<file path="config.mk">
export PLATFORM = sky130hd
export DESIGN_NAME = csv_record_tokenizer_flat
export DESIGN_NICKNAME = d
export VERILOG_FILES = /design/src/sv/crt_pkg.sv /design/src/sv/crt_if.sv /design/src/sv/csv_record_tokenizer.sv /design/src/flat_wrapper.sv
export SDC_FILE = /design/constraint.sdc
export NUM_CORES = 1
export LEC_CHECK = 0
export BUFFER_PORTS_ARGS = -buffer_cell sky130_fd_sc_hd__buf_2
export CAP_MARGIN = 20
export CELL_PAD_IN_SITES_DETAIL_PLACEMENT = 0
export CELL_PAD_IN_SITES_GLOBAL_PLACEMENT = 1
export CORE_MARGIN = 1
export CORE_UTILIZATION = 43
export DETAILED_ROUTE_END_ITERATION = 16
export GPL_ROUTABILITY_DRIVEN = 0
export GPL_TIMING_DRIVEN = 0
export PLACE_DENSITY = 0.79
export SYNTH_ARGS = -nofsm -noshare
export SYNTH_HDL_FRONTEND = slang
export SYNTH_SLANG_ARGS = --single-unit
</file>
<file path="constraint.sdc">
create_clock -name clk -period 4.3 [get_ports clk]
set_input_delay 0.86 -clock clk [delete_from_list [all_inputs] [get_ports clk]]
set_output_delay 0.86 -clock clk [all_outputs]
set_load 0.1 [all_outputs]
</file>
<file path="src/sv/crt_pkg.sv">
// ----------------------------------------------------------------------------
// crt_pkg
// Shared types, character codes and helpers for the CSV record tokenizer.
// ----------------------------------------------------------------------------
package crt_pkg;

  localparam logic [7:0]  CH_QUOTE = 8'h22;
  localparam logic [7:0]  CH_LF    = 8'h0A;
  localparam logic [7:0]  CH_CR    = 8'h0D;

  localparam logic [7:0]  DELIM_RESET      = 8'h2C;
  localparam logic [14:0] MAX_FIELDS_RESET = 15'd2000;

  localparam int unsigned FIELD_W = 15;

  typedef enum logic [2:0] {
    ST_START  = 3'd0,
    ST_PLAIN  = 3'd1,
    ST_QUOTED = 3'd2,
    ST_QSEEN  = 3'd3,
    ST_AFTERQ = 3'd4
  } parse_state_t;

  typedef enum logic [1:0] {
    ERR_NONE     = 2'd0,
    ERR_UNCLOSED = 2'd1,
    ERR_TOO_MANY = 2'd2
  } err_code_t;

  typedef enum logic {
    REG_DELIMITER  = 1'b0,
    REG_MAX_FIELDS = 1'b1
  } reg_index_t;

  typedef struct packed {
    logic [7:0]         data_byte;
    logic               data_valid;
    logic               field_end;
    logic               record_end;
    logic [FIELD_W-1:0] field_index;
    err_code_t          error_code;
    logic               last_of_run;
  } res_t;

  function automatic res_t make_res(input logic [7:0] byte_val, input logic valid,
                                    input logic fe, input logic re,
                                    input logic [FIELD_W-1:0] idx,
                                    input err_code_t code);
    res_t r;
    r.data_byte   = valid ? byte_val : 8'h00;
    r.data_valid  = valid;
    r.field_end   = fe;
    r.record_end  = re;
    r.field_index = idx;
    r.error_code  = code;
    r.last_of_run = 1'b0;
    return r;
  endfunction

endpackage

</file>
<file path="src/sv/crt_if.sv">
// ----------------------------------------------------------------------------
// crt_if
// Valid/ready stream interfaces for the tokenizer's byte input and results.
// ----------------------------------------------------------------------------
interface crt_in_if;
  logic       valid;
  logic       ready;
  logic [7:0] in_byte;
  logic       end_of_input;

  modport source (output valid, output in_byte, output end_of_input, input ready);
  modport sink (input valid, input in_byte, input end_of_input, output ready);
endinterface

interface crt_out_if;
  logic                        valid;
  logic                        ready;
  logic [7:0]                  data_byte;
  logic                        data_valid;
  logic                        field_end;
  logic                        record_end;
  logic [crt_pkg::FIELD_W-1:0] field_index;
  logic [1:0]                  error_code;
  logic                        last_of_run;

  modport source (output valid, output data_byte, output data_valid, output field_end,
                  output record_end, output field_index, output error_code,
                  output last_of_run, input ready);
  modport sink (input valid, input data_byte, input data_valid, input field_end,
                input record_end, input field_index, input error_code,
                input last_of_run, output ready);
endinterface

</file>
<file path="src/sv/csv_record_tokenizer.sv">
// ----------------------------------------------------------------------------
// csv_record_tokenizer
// Splits a CSV byte stream into unescaped field bytes with field and record
// end marks, field index and error reporting.
// ----------------------------------------------------------------------------
// The tokenizer takes one byte per cycle into an input register and resolves
// it combinationally into at most two transactions, which wait in a two-entry
// result register for the output port. Most bytes give zero or one transaction
// and stream at one byte per cycle while the output port is ready; a byte after
// a pending carriage return that turns into data can give two transactions and
// holds the input until the second moves up, since the output port moves one
// transaction per cycle. Configuration must be written through the APB port
// only while the stream is idle; the block itself does not enforce this.
module csv_record_tokenizer (
  input  logic        clk,
  input  logic        rst_n,
  crt_in_if.sink      in_chan,
  crt_out_if.source   out_chan,
  input  logic        psel,
  input  logic        penable,
  input  logic        pwrite,
  input  logic [2:0]  paddr,
  input  logic [31:0] pwdata,
  output logic [31:0] prdata,
  output logic        pready
);

  localparam int unsigned FW = crt_pkg::FIELD_W;

  logic [7:0]            delim_r;
  logic [FW-1:0]         maxf_r;
  logic                  in_v_r;
  logic [7:0]            in_byte_r;
  logic                  eoi_r;
  crt_pkg::parse_state_t state_r, state_nxt;
  logic                  crp_r, crp_nxt;
  logic [FW-1:0]         fc_r, fc_nxt;
  logic                  err_r, err_nxt;
  crt_pkg::res_t         p0_r, p1_r;
  logic                  p0_v_r, p1_v_r;
  crt_pkg::res_t         r0, r1, hr;
  logic [1:0]            nres;
  logic                  hv;
  logic                  proc;
  logic                  load_ok;
  logic                  out_fire;
  logic                  cfg_wr;

  // Configuration port.
  assign pready = 1'b1;
  assign cfg_wr = psel && penable && pwrite && pready;

  always_comb begin
    unique case (crt_pkg::reg_index_t'(paddr[2]))
      crt_pkg::REG_DELIMITER:  prdata = {24'd0, delim_r};
      crt_pkg::REG_MAX_FIELDS: prdata = {{(32-FW){1'b0}}, maxf_r};
      default:                 prdata = 32'd0;
    endcase
  end

  always_ff @(posedge clk) begin
    if (!rst_n) begin
      delim_r <= crt_pkg::DELIM_RESET;
      maxf_r  <= crt_pkg::MAX_FIELDS_RESET;
    end else if (cfg_wr) begin
      unique case (crt_pkg::reg_index_t'(paddr[2]))
        crt_pkg::REG_DELIMITER:  delim_r <= pwdata[7:0];
        crt_pkg::REG_MAX_FIELDS: maxf_r  <= pwdata[FW-1:0];
        default:                 delim_r <= delim_r;
      endcase
    end
  end

  // Handshakes.
  assign out_fire      = p0_v_r && out_chan.ready;
  assign load_ok       = !p0_v_r || (out_chan.ready && !p1_v_r);
  assign proc          = in_v_r && load_ok;
  assign in_chan.ready = !in_v_r || proc;

  always_ff @(posedge clk) begin
    if (!rst_n) begin
      in_v_r <= 1'b0;
    end else if (in_chan.ready) begin
      in_v_r <= in_chan.valid;
    end
  end

  always_ff @(posedge clk) begin
    if (in_chan.valid && in_chan.ready) begin
      in_byte_r <= in_chan.in_byte;
      eoi_r     <= in_chan.end_of_input;
    end
  end

  // Tokenizer step for the registered byte.
  always_comb begin
    crt_pkg::parse_state_t s;
    logic                  handle;
    logic                  common;

    state_nxt = state_r;
    crp_nxt   = crp_r;
    fc_nxt    = fc_r;
    err_nxt   = err_r;
    r0        = '0;
    r1        = '0;
    hr        = '0;
    hv        = 1'b0;
    nres      = 2'd0;
    s         = state_r;
    handle    = 1'b0;
    common    = 1'b0;

    if (eoi_r) begin
      if (!err_r) begin
        priority if (crp_r) begin
          r0   = crt_pkg::make_res(8'h00, 1'b0, 1'b1, 1'b1, fc_r, crt_pkg::ERR_NONE);
          nres = 2'd1;
        end else if (state_r == crt_pkg::ST_QUOTED) begin
          r0   = crt_pkg::make_res(8'h00, 1'b0, 1'b0, 1'b0, fc_r, crt_pkg::ERR_UNCLOSED);
          nres = 2'd1;
        end else if (!(state_r == crt_pkg::ST_START && fc_r == '0)) begin
          r0   = crt_pkg::make_res(8'h00, 1'b0, 1'b1, 1'b1, fc_r, crt_pkg::ERR_NONE);
          nres = 2'd1;
        end else begin
          nres = 2'd0;
        end
      end
      state_nxt = crt_pkg::ST_START;
      crp_nxt   = 1'b0;
      fc_nxt    = '0;
      err_nxt   = 1'b0;
    end else if (!err_r) begin
      handle = 1'b1;
      if (crp_r) begin
        crp_nxt = 1'b0;
        if (in_byte_r == crt_pkg::CH_LF) begin
          r0        = crt_pkg::make_res(8'h00, 1'b0, 1'b1, 1'b1, fc_r, crt_pkg::ERR_NONE);
          nres      = 2'd1;
          fc_nxt    = '0;
          state_nxt = crt_pkg::ST_START;
          handle    = 1'b0;
        end else if (state_r != crt_pkg::ST_AFTERQ) begin
          r0   = crt_pkg::make_res(crt_pkg::CH_CR, 1'b1, 1'b0, 1'b0, fc_r,
                                   crt_pkg::ERR_NONE);
          nres = 2'd1;
          s    = crt_pkg::ST_PLAIN;
        end
      end

      if (handle) begin
        state_nxt = s;
        unique case (s)
          crt_pkg::ST_QUOTED: begin
            if (in_byte_r == crt_pkg::CH_QUOTE) begin
              state_nxt = crt_pkg::ST_QSEEN;
            end else begin
              hr = crt_pkg::make_res(in_byte_r, 1'b1, 1'b0, 1'b0, fc_r, crt_pkg::ERR_NONE);
              hv = 1'b1;
            end
          end
          crt_pkg::ST_QSEEN: begin
            if (in_byte_r == crt_pkg::CH_QUOTE) begin
              hr = crt_pkg::make_res(in_byte_r, 1'b1, 1'b0, 1'b0, fc_r, crt_pkg::ERR_NONE);
              hv = 1'b1;
              state_nxt = crt_pkg::ST_QUOTED;
            end else begin
              s         = crt_pkg::ST_AFTERQ;
              state_nxt = crt_pkg::ST_AFTERQ;
              common    = 1'b1;
            end
          end
          crt_pkg::ST_START, crt_pkg::ST_PLAIN, crt_pkg::ST_AFTERQ: common = 1'b1;
          default: begin
            s         = crt_pkg::ST_START;
            state_nxt = crt_pkg::ST_START;
            common    = 1'b1;
          end
        endcase

        if (common) begin
          priority if (s == crt_pkg::ST_START && in_byte_r == crt_pkg::CH_QUOTE) begin
            state_nxt = crt_pkg::ST_QUOTED;
          end else if (in_byte_r == crt_pkg::CH_LF) begin
            hr        = crt_pkg::make_res(8'h00, 1'b0, 1'b1, 1'b1, fc_r, crt_pkg::ERR_NONE);
            hv        = 1'b1;
            fc_nxt    = '0;
            state_nxt = crt_pkg::ST_START;
            crp_nxt   = 1'b0;
          end else if (in_byte_r == crt_pkg::CH_CR) begin
            crp_nxt = 1'b1;
          end else if (in_byte_r == delim_r) begin
            hv = 1'b1;
            if (({1'b0, fc_r} + (FW+1)'(1)) >= {1'b0, maxf_r}) begin
              hr      = crt_pkg::make_res(8'h00, 1'b0, 1'b1, 1'b0, fc_r,
                                          crt_pkg::ERR_TOO_MANY);
              err_nxt = 1'b1;
            end else begin
              hr        = crt_pkg::make_res(8'h00, 1'b0, 1'b1, 1'b0, fc_r,
                                            crt_pkg::ERR_NONE);
              fc_nxt    = fc_r + FW'(1);
              state_nxt = crt_pkg::ST_START;
            end
          end else if (s != crt_pkg::ST_AFTERQ) begin
            hr        = crt_pkg::make_res(in_byte_r, 1'b1, 1'b0, 1'b0, fc_r,
                                          crt_pkg::ERR_NONE);
            hv        = 1'b1;
            state_nxt = crt_pkg::ST_PLAIN;
          end else begin
            hv = 1'b0;
          end
        end
      end

      if (hv) begin
        if (nres == 2'd0) begin
          r0   = hr;
          nres = 2'd1;
        end else begin
          r1   = hr;
          nres = 2'd2;
        end
      end
    end

    if (nres == 2'd2) begin
      r1.last_of_run = 1'b1;
    end else if (nres == 2'd1) begin
      r0.last_of_run = 1'b1;
    end
  end

  always_ff @(posedge clk) begin
    if (!rst_n) begin
      state_r <= crt_pkg::ST_START;
      crp_r   <= 1'b0;
      fc_r    <= '0;
      err_r   <= 1'b0;
    end else if (proc) begin
      state_r <= state_nxt;
      crp_r   <= crp_nxt;
      fc_r    <= fc_nxt;
      err_r   <= err_nxt;
    end
  end

  // Two-entry result register; p0 is the head shown on the output port.
  always_ff @(posedge clk) begin
    if (!rst_n) begin
      p0_v_r <= 1'b0;
      p1_v_r <= 1'b0;
    end else if (proc) begin
      p0_v_r <= (nres != 2'd0);
      p1_v_r <= (nres == 2'd2);
    end else if (out_fire) begin
      p0_v_r <= p1_v_r;
      p1_v_r <= 1'b0;
    end
  end

  always_ff @(posedge clk) begin
    if (proc) begin
      p0_r <= r0;
      p1_r <= r1;
    end else if (out_fire && p1_v_r) begin
      p0_r <= p1_r;
    end
  end

  assign out_chan.valid       = p0_v_r;
  assign out_chan.data_byte   = p0_r.data_byte;
  assign out_chan.data_valid  = p0_r.data_valid;
  assign out_chan.field_end   = p0_r.field_end;
  assign out_chan.record_end  = p0_r.record_end;
  assign out_chan.field_index = p0_r.field_index;
  assign out_chan.error_code  = p0_r.error_code;
  assign out_chan.last_of_run = p0_r.last_of_run;

  a_pair_order: assert property (@(posedge clk) disable iff (!rst_n)
    p1_v_r |-> p0_v_r)
    else $error("Second result entry is valid while the head is empty.");

  a_err_silent: assert property (@(posedge clk) disable iff (!rst_n)
    proc && err_r && !eoi_r |-> nres == 2'd0)
    else $error("A byte after a latched error produced a transaction.");

  a_rec_has_field: assert property (@(posedge clk) disable iff (!rst_n)
    out_chan.valid && out_chan.record_end |-> out_chan.field_end)
    else $error("Record end without field end.");

  a_err_from_proc: assert property (@(posedge clk) disable iff (!rst_n)
    $rose(err_r) |-> $past(proc))
    else $error("Error latched without a processed byte.");

endmodule

</file>
<file path="src/flat_wrapper.sv">
// flat-port wrapper written by rule: the top's interface ports become plain ports
module csv_record_tokenizer_flat 
  (clk, rst_n, psel, penable, pwrite, paddr, pwdata, prdata, pready, in_chan_valid, in_chan_in_byte, in_chan_end_of_input, in_chan_ready, out_chan_valid, out_chan_data_byte, out_chan_data_valid, out_chan_field_end, out_chan_record_end, out_chan_field_index, out_chan_error_code, out_chan_last_of_run, out_chan_ready);
  crt_in_if in_chan_i ();
  crt_out_if out_chan_i ();
  input  logic clk;
  input  logic rst_n;
  input  logic psel;
  input  logic penable;
  input  logic pwrite;
  input  logic [2:0] paddr;
  input  logic [31:0] pwdata;
  output logic [31:0] prdata;
  output logic pready;
  input wire logic [$bits(in_chan_i.valid)-1:0] in_chan_valid;
  input wire logic [$bits(in_chan_i.in_byte)-1:0] in_chan_in_byte;
  input wire logic [$bits(in_chan_i.end_of_input)-1:0] in_chan_end_of_input;
  output wire logic [$bits(in_chan_i.ready)-1:0] in_chan_ready;
  output wire logic [$bits(out_chan_i.valid)-1:0] out_chan_valid;
  output wire logic [$bits(out_chan_i.data_byte)-1:0] out_chan_data_byte;
  output wire logic [$bits(out_chan_i.data_valid)-1:0] out_chan_data_valid;
  output wire logic [$bits(out_chan_i.field_end)-1:0] out_chan_field_end;
  output wire logic [$bits(out_chan_i.record_end)-1:0] out_chan_record_end;
  output wire logic [$bits(out_chan_i.field_index)-1:0] out_chan_field_index;
  output wire logic [$bits(out_chan_i.error_code)-1:0] out_chan_error_code;
  output wire logic [$bits(out_chan_i.last_of_run)-1:0] out_chan_last_of_run;
  input wire logic [$bits(out_chan_i.ready)-1:0] out_chan_ready;
  assign in_chan_i.valid = in_chan_valid;
  assign in_chan_i.in_byte = in_chan_in_byte;
  assign in_chan_i.end_of_input = in_chan_end_of_input;
  assign in_chan_ready = in_chan_i.ready;
  assign out_chan_valid = out_chan_i.valid;
  assign out_chan_data_byte = out_chan_i.data_byte;
  assign out_chan_data_valid = out_chan_i.data_valid;
  assign out_chan_field_end = out_chan_i.field_end;
  assign out_chan_record_end = out_chan_i.record_end;
  assign out_chan_field_index = out_chan_i.field_index;
  assign out_chan_error_code = out_chan_i.error_code;
  assign out_chan_last_of_run = out_chan_i.last_of_run;
  assign out_chan_i.ready = out_chan_ready;
  csv_record_tokenizer u_core (.clk(clk), .rst_n(rst_n), .in_chan(in_chan_i), .out_chan(out_chan_i), .psel(psel), .penable(penable), .pwrite(pwrite), .paddr(paddr), .pwdata(pwdata), .prdata(prdata), .pready(pready));
endmodule
</file>
### Word level (Yosys, flattened, before mapping)

Cells that the tools add are included.
Widths: inputs -> output; s select.

* add/sub/neg operators: 2
* magnitude comparators: 1
* equal/unequal tests: 14
* mux-type cells: 120
* bitwise gates (word level): 2
* reductions and logical operators: 31

Operator list (number)
* $mux 29: 18
* $mux 15: 11
* $mux 3: 24
* $pmux 32 s2: 1
* $pmux 29 s2: 1
* $mux 25: 2
* $mux 1: 46
* $mux 20: 2
* $mux 2: 11
* $add 15x1->16 const B: 1
* $eq 8x4->1 const B: 2
* $ge 16x15->1: 1
* $add 15x1->15 const B: 1
* $logic_not 15->1: 1
* $eq 3x2->1 const B: 3
* $logic_and 1x1->1: 9
* $logic_not 3->1: 3
* $pmux 3 s3: 1
* $eq 8x6->1 const B: 1
* $eq 8x8->1: 1
* $reduce_or 4->1: 2
* $ne 3x3->1 const B: 2
* $pmux 3 s2: 1
* $reduce_and 2->1: 3
* 14 further kinds: 22

* flip-flop bits (word level): 113
* input port bits: 51
* output and inout bits: 64
* logic and storage cells: 195

### Depth between registers and ports, before layout

* word-level depth: 29
* depth in mapped cells: 14
* depth with buffers taken out: 13

### Worst setup path after synthesis

No wires, ideal clock.

* path kind: reg2reg
* start point: reg u_core.fc_r[0]
* end point: reg u_core.fc_r[1]
* setup time: 0.122 ns
* data arrival time: 3.344 ns
* data required time: 4.178 ns
* setup slack: 0.834 ns
* stages on the path, launching flop included: 12
* buffers on the path: 0
* period minus slack after synthesis: 3.466 ns
* cell sequence: dfxtp_1 > ha_1 > nand3_1 > or3_1 > and2_1 > or2_2 > ha_1 > a2111oi_0 > o21ai_0 > a31oi_2 > a21oi_2 > a221o_1

* cells in the longest elaborated chain, start to end: 11
* elaborated cells on any way between the ends: 12
* those cells by class: add/sub: 2; order compare: 1; mux: 9

Ends and longest elaborated chain
* from (decl): RTL line csv_record_tokenizer.sv:37 `logic [FW-1:0] fc_r, fc_nxt;`
* from (signal assigned): RTL line csv_record_tokenizer.sv:242 `fc_r <= fc_nxt;`
* $add 15x1->16: RTL line csv_record_tokenizer.sv:194 `if (({1'b0, fc_r} + (FW+1)'(1)) >= {1'b0, maxf_r}) begin`
* $ge 16x15->1: RTL line csv_record_tokenizer.sv:194
* $mux 15 *: RTL line csv_record_tokenizer.sv:194
* $mux 15 *: RTL line csv_record_tokenizer.sv:192 `end else if (in_byte_r == delim_r) begin`
* $mux 15 *: RTL line csv_record_tokenizer.sv:190 `end else if (in_byte_r == crt_pkg::CH_CR) begin`
* $mux 15 *: RTL line csv_record_tokenizer.sv:184 `end else if (in_byte_r == crt_pkg::CH_LF) begin`
* $mux 15 *: RTL line csv_record_tokenizer.sv:182 `priority if (s == crt_pkg::ST_START && in_byte_r == crt_pkg::CH_QUOTE) begin`
* $mux 15 *: RTL line csv_record_tokenizer.sv:181 `if (common) begin`
* $mux 15 *: RTL line csv_record_tokenizer.sv:151 `if (handle) begin`
* $mux 15 *: RTL line csv_record_tokenizer.sv:133 `end else if (!err_r) begin`
* $mux 15 *: RTL line csv_record_tokenizer.sv:114 `if (eoi_r) begin`

Every way passes the cells marked *; elsewhere a longest branch is shown, timed or not. The select of a mux whose other input is x is not followed.
A chain may end at the register's enable or synchronous reset.

### Worst setup path in the final report

* start point: reg u_core.fc_r[0]
* end point: reg u_core.fc_r[4]

Same word-level chain as after synthesis.

==> impl_metrics.json <==
{
  "post_synth_inst_count": 668,
  "power_frac_seq": 0.487,
  "worstHoldPathCells": 2,
  "cp.arrival_ns": 4.35,
  "syn-mean-instance-area_um2": 9.644,
  "clock_tree.htree_level_count": 3,
  "synth_area_leader_cell": "sky130_fd_sc_hd__edfxtp_1",
  "setup_ws_ns": 0.2499,
  "antenna_found_initial": 0,
  "final_nets": 843,
  "root_buffer_master": "sky130_fd_sc_hd__clkbuf_16",
  "vias_per_cell": 5.726,
  "dp.final_hpwl_um": 12760,
  "syn_to_final_growth_pct": 16.00,
  "yosys.cell_count.top_type": "sky130_fd_sc_hd__nand2_1",
  "num_antenna_cells": 0,
  "synth.ff_latch_count": 112,
  "yosysSeqAreaShare": 0.4506,
  "timing.reg2reg.worst_path_depth": 13,
  "antenna_violating_nets_post_route": 0,
  "route.detailed.wl_per_inst_um": 17.29,
  "postLayoutCoreUtil": 0.5123,
  "fillCellCount": 1392,
  "die_h_um": 124.4,
  "synth_flop_cell": "sky130_fd_sc_hd__edfxtp_1",
  "grt.overflow.total": 0,
  "globalRouteTotalUtil": 0.2200,
  "synth_top_cells_by_area": "sky130_fd_sc_hd__edfxtp_1, sky130_fd_sc_hd__dfxtp_1, sky130_fd_sc_hd__nand2_1",
  "clock_tree_from_tritoncts": "yes",
  "relSlewSlack": 0.4090,
  "cts_made_buffers": 9,
  "min_period_over_period": 0.9419,
  "grt_first_pass_wirelength_um": 27270,
  "drt_wirelength_um": 16660,
  "drive_gt1_frac": 0.1964,
  "drc": 0,
  "drt_iter0_markers": 461,
  "final-setup-viol-count": 0,
  "vdd.ir_drop.worst_mv": 0.1824,
  "maxClockFrequency_mhz": 246.9,
  "fraction_of_post_synthesis_cell_area_in_the_top_cell_type_by_area": 0.3076,
  "floorplan.rows": 44,
  "pin_count_of_the_biggest_net_entering_global_routing": 30,
  "powerDensity_nw_per_um2": 328.3,
  "outcome": "complete, no violations",
  "cts_num_sinks": 112,
  "routed-via-count": 5514,
  "synth-edff-count": 66,
  "tightestPinTransition_ns": 0.8743,
  "final_worst_path_period_need_ns": 4.050,
  "clockPowerShare": 0.338,
  "placement.setup.worst_slack_ns": 0.03832,
  "num_io_pins": 115,
  "cell_internal_pwr_mw": 1.714,
  "required_worst_endpoint_ns": 4.60,
  "synthDistinctLibCells": 81,
  "class_of_the_tightest_hold_or_removal_check": "register to register",
  "worstSetupPathType": "register to register",
  "maxSlewViolCount": 0,
  "fin_skew_ns": 0.008404,
  "switching_share": 0.3016,
  "port_buffers": 77,
  "pwr-share-comb": 0.175,
  "die-area_um2": 15480,
  "dieWidth_um": 124.4,
  "cellLeakagePower_nw": 2.888,
  "post_cts_hold_buffer_count": 0,
  "clk_transition_reported_paths_ns": 0.07,
  "power_switching_mw": 0.7399,
  "path_max_fanout": 10,
  "cp-end-kind": "register",
  "floorplan.core_area_um2": 14590,
  "drtPass1Iterations": 5,
  "ctsLongestPathBuffers": 2,
  "first_global_vias": 5351,
  "worstSkewPairLatency_ns": 0.36,
  "cap_viol_max_count": 0,
  "most_instantiated_cells_after_synthesis": "sky130_fd_sc_hd__nand2_1, sky130_fd_sc_hd__edfxtp_1, sky130_fd_sc_hd__dfxtp_1",
  "initial_core_utilization": 0.4416,
  "startpoint_type": "register",
  "fin_hold_ws_ns": 0.4534,
  "finalHoldViolCount": 0,
  "synth-warning-count": 0,
  "async_flop_share": 0,
  "synth.cell_area_um2": 6442
}
-- power groups by stage --
stage / Clock [mW] / Sequential, mW / Combinational, mW
global placement: 0 / 1.22 / 0.416
finish: 0.830 / 1.19 / 0.429
floorplan: 0 / 1.32 / 0.249
CTS: 0.838 / 1.19 / 0.427
global route: 0.884 / 1.20 / 0.452
detailed placement: 0 / 1.22 / 0.426
-- critical path, cell delays in order, from the launching register on --
cell                        delay [ns]
sky130_fd_sc_hd__dfxtp_1          0.50
sky130_fd_sc_hd__ha_1             0.29
sky130_fd_sc_hd__nand3_1          0.15
sky130_fd_sc_hd__or3_1            0.46
sky130_fd_sc_hd__nor2_1           0.20
sky130_fd_sc_hd__nand2_1          0.09
sky130_fd_sc_hd__xnor2_1          0.18
sky130_fd_sc_hd__ha_1             0.28
sky130_fd_sc_hd__a2111oi_2        0.44
sky130_fd_sc_hd__o211ai_1         0.25
sky130_fd_sc_hd__a31o_2           0.39
sky130_fd_sc_hd__nor3_1           0.28
sky130_fd_sc_hd__buf_2            0.29
sky130_fd_sc_hd__a221o_1          0.18
-- metal layers --
layer,share of wire,global-route usage
met1,0.47,0.3027
met2,0.45,0.3435
met3,0.064,0.04596
met4,0.010,0.07300
met5,0,0
-- cell type report --
| type | instances | area (um2) | share of cell area |
|---|---|---|---|
| tap | 184 | 230.2 | 0.03081 |
| clock inverter | 7 | 62.56 | 0.008371 |
| buffer | 57 | 315.3 | 0.04219 |
| sequential | 112 | 2903 | 0.3884 |
| multi-input combinational | 474 | 3163 | 0.4232 |
| clock buffer | 9 | 225.2 | 0.03014 |
| inverter | 41 | 153.9 | 0.02059 |
| timing repair buffer | 79 | 420.4 | 0.05625 |
-- worst paths after layout --
path	start	to	slack, ns
setup / recovery	u_core.fc_r[0]	u_core.fc_r[4]	0.25
hold reg to reg	u_core.maxf_r[11]	u_core.maxf_r[11]	0.45
hold / removal	u_core.maxf_r[11]	u_core.maxf_r[11]	0.45
setup reg to reg	u_core.fc_r[0]	u_core.fc_r[4]	0.25
-- sequential cells by signal, summed over array words and instances, names as in the netlist --
signal	count
u_core.crp_r	1
u_core.delim_r	8
u_core.eoi_r	1
u_core.err_r	1
u_core.fc_r	15
u_core.in_byte_r	8
u_core.in_v_r	1
u_core.maxf_r	15
u_core.out_chan.data_byte	8
u_core.out_chan.data_valid	1
u_core.out_chan.error_code	2
u_core.out_chan.field_end	1
u_core.out_chan.field_index	15
u_core.out_chan.last_of_run	1
u_core.out_chan.record_end	1
u_core.out_chan.valid	1
u_core.p1_r	28
u_core.p1_v_r	1
u_core.state_r	3
-- cell families (layout without fill, tap and decap cells) --
| group | count (synthesis) | in the layout | synth area share |
|---|---|---|---|
| DFF | 112 | 112 | 0.4506 |
| xor gates and xnor gates | 19 | 19 | 0.02583 |
| muxes | 9 | 9 | 0.01573 |
| AOI/OAI and AO/OA | 175 | 175 | 0.2061 |
| adders and majority gates | 18 | 18 | 0.03496 |
| and+or+nand+nor | 235 | 235 | 0.1929 |
| buffers and inverters | 98 | 193 | 0.07283 |
| other | 2 | 18 | 0.001166 |
-- layout by cell type, fill, tap and decap left out, types with 9 or more instances in the layout --
cell type,netlist,layout
sky130_fd_sc_hd__o21ai_1,10,11
sky130_fd_sc_hd__a21oi_1,31,31
sky130_fd_sc_hd__nand3_1,13,13
sky130_fd_sc_hd__buf_4,19,20
sky130_fd_sc_hd__o21ai_0,19,18
sky130_fd_sc_hd__xnor2_1,10,10
sky130_fd_sc_hd__a22oi_1,15,15
sky130_fd_sc_hd__dfxtp_1,46,46
sky130_fd_sc_hd__o211ai_1,12,12
sky130_fd_sc_hd__nor4_1,9,9
sky130_fd_sc_hd__nand2_1,69,69
sky130_fd_sc_hd__nor3b_1,9,9
sky130_fd_sc_hd__edfxtp_1,66,66
sky130_fd_sc_hd__a211oi_1,9,9
sky130_fd_sc_hd__nor3_1,18,18
sky130_fd_sc_hd__nand2b_1,9,9
sky130_fd_sc_hd__inv_1,40,40
sky130_fd_sc_hd__mux2_2,9,9
sky130_fd_sc_hd__clkbuf_16,0,9
sky130_fd_sc_hd__and2_1,26,26
sky130_fd_sc_hd__buf_2,6,83
sky130_fd_sc_hd__clkbuf_1,29,29
sky130_fd_sc_hd__xor2_1,9,9
sky130_fd_sc_hd__a221o_1,10,10
sky130_fd_sc_hd__ha_1,18,18
sky130_fd_sc_hd__conb_1,2,18
sky130_fd_sc_hd__nor2_1,33,33
-- through the flow --
stage	TNS [ns]	std cells	total power [mW]	area, um2
4_1_cts	0	962	2.460	7451
3_3_place_gp	0	945	1.635	7118
6_report	0	963	2.454	7473
2_1_floorplan	0	684	1.565	6502
5_1_grt	-0.2127	963	2.535	7473
3_5_place_dp	0	946	1.645	7163
-- timing repair --
| action | 4_1_cts | 5_1_grt |
|---|---|---|
| resized for setup | 0 | 4 |
| setup buffers | 0 | 0 |
| endpoints found under the setup margin | 0 | 13 |
Note: power is estimated with default switching activity, not from simulation.
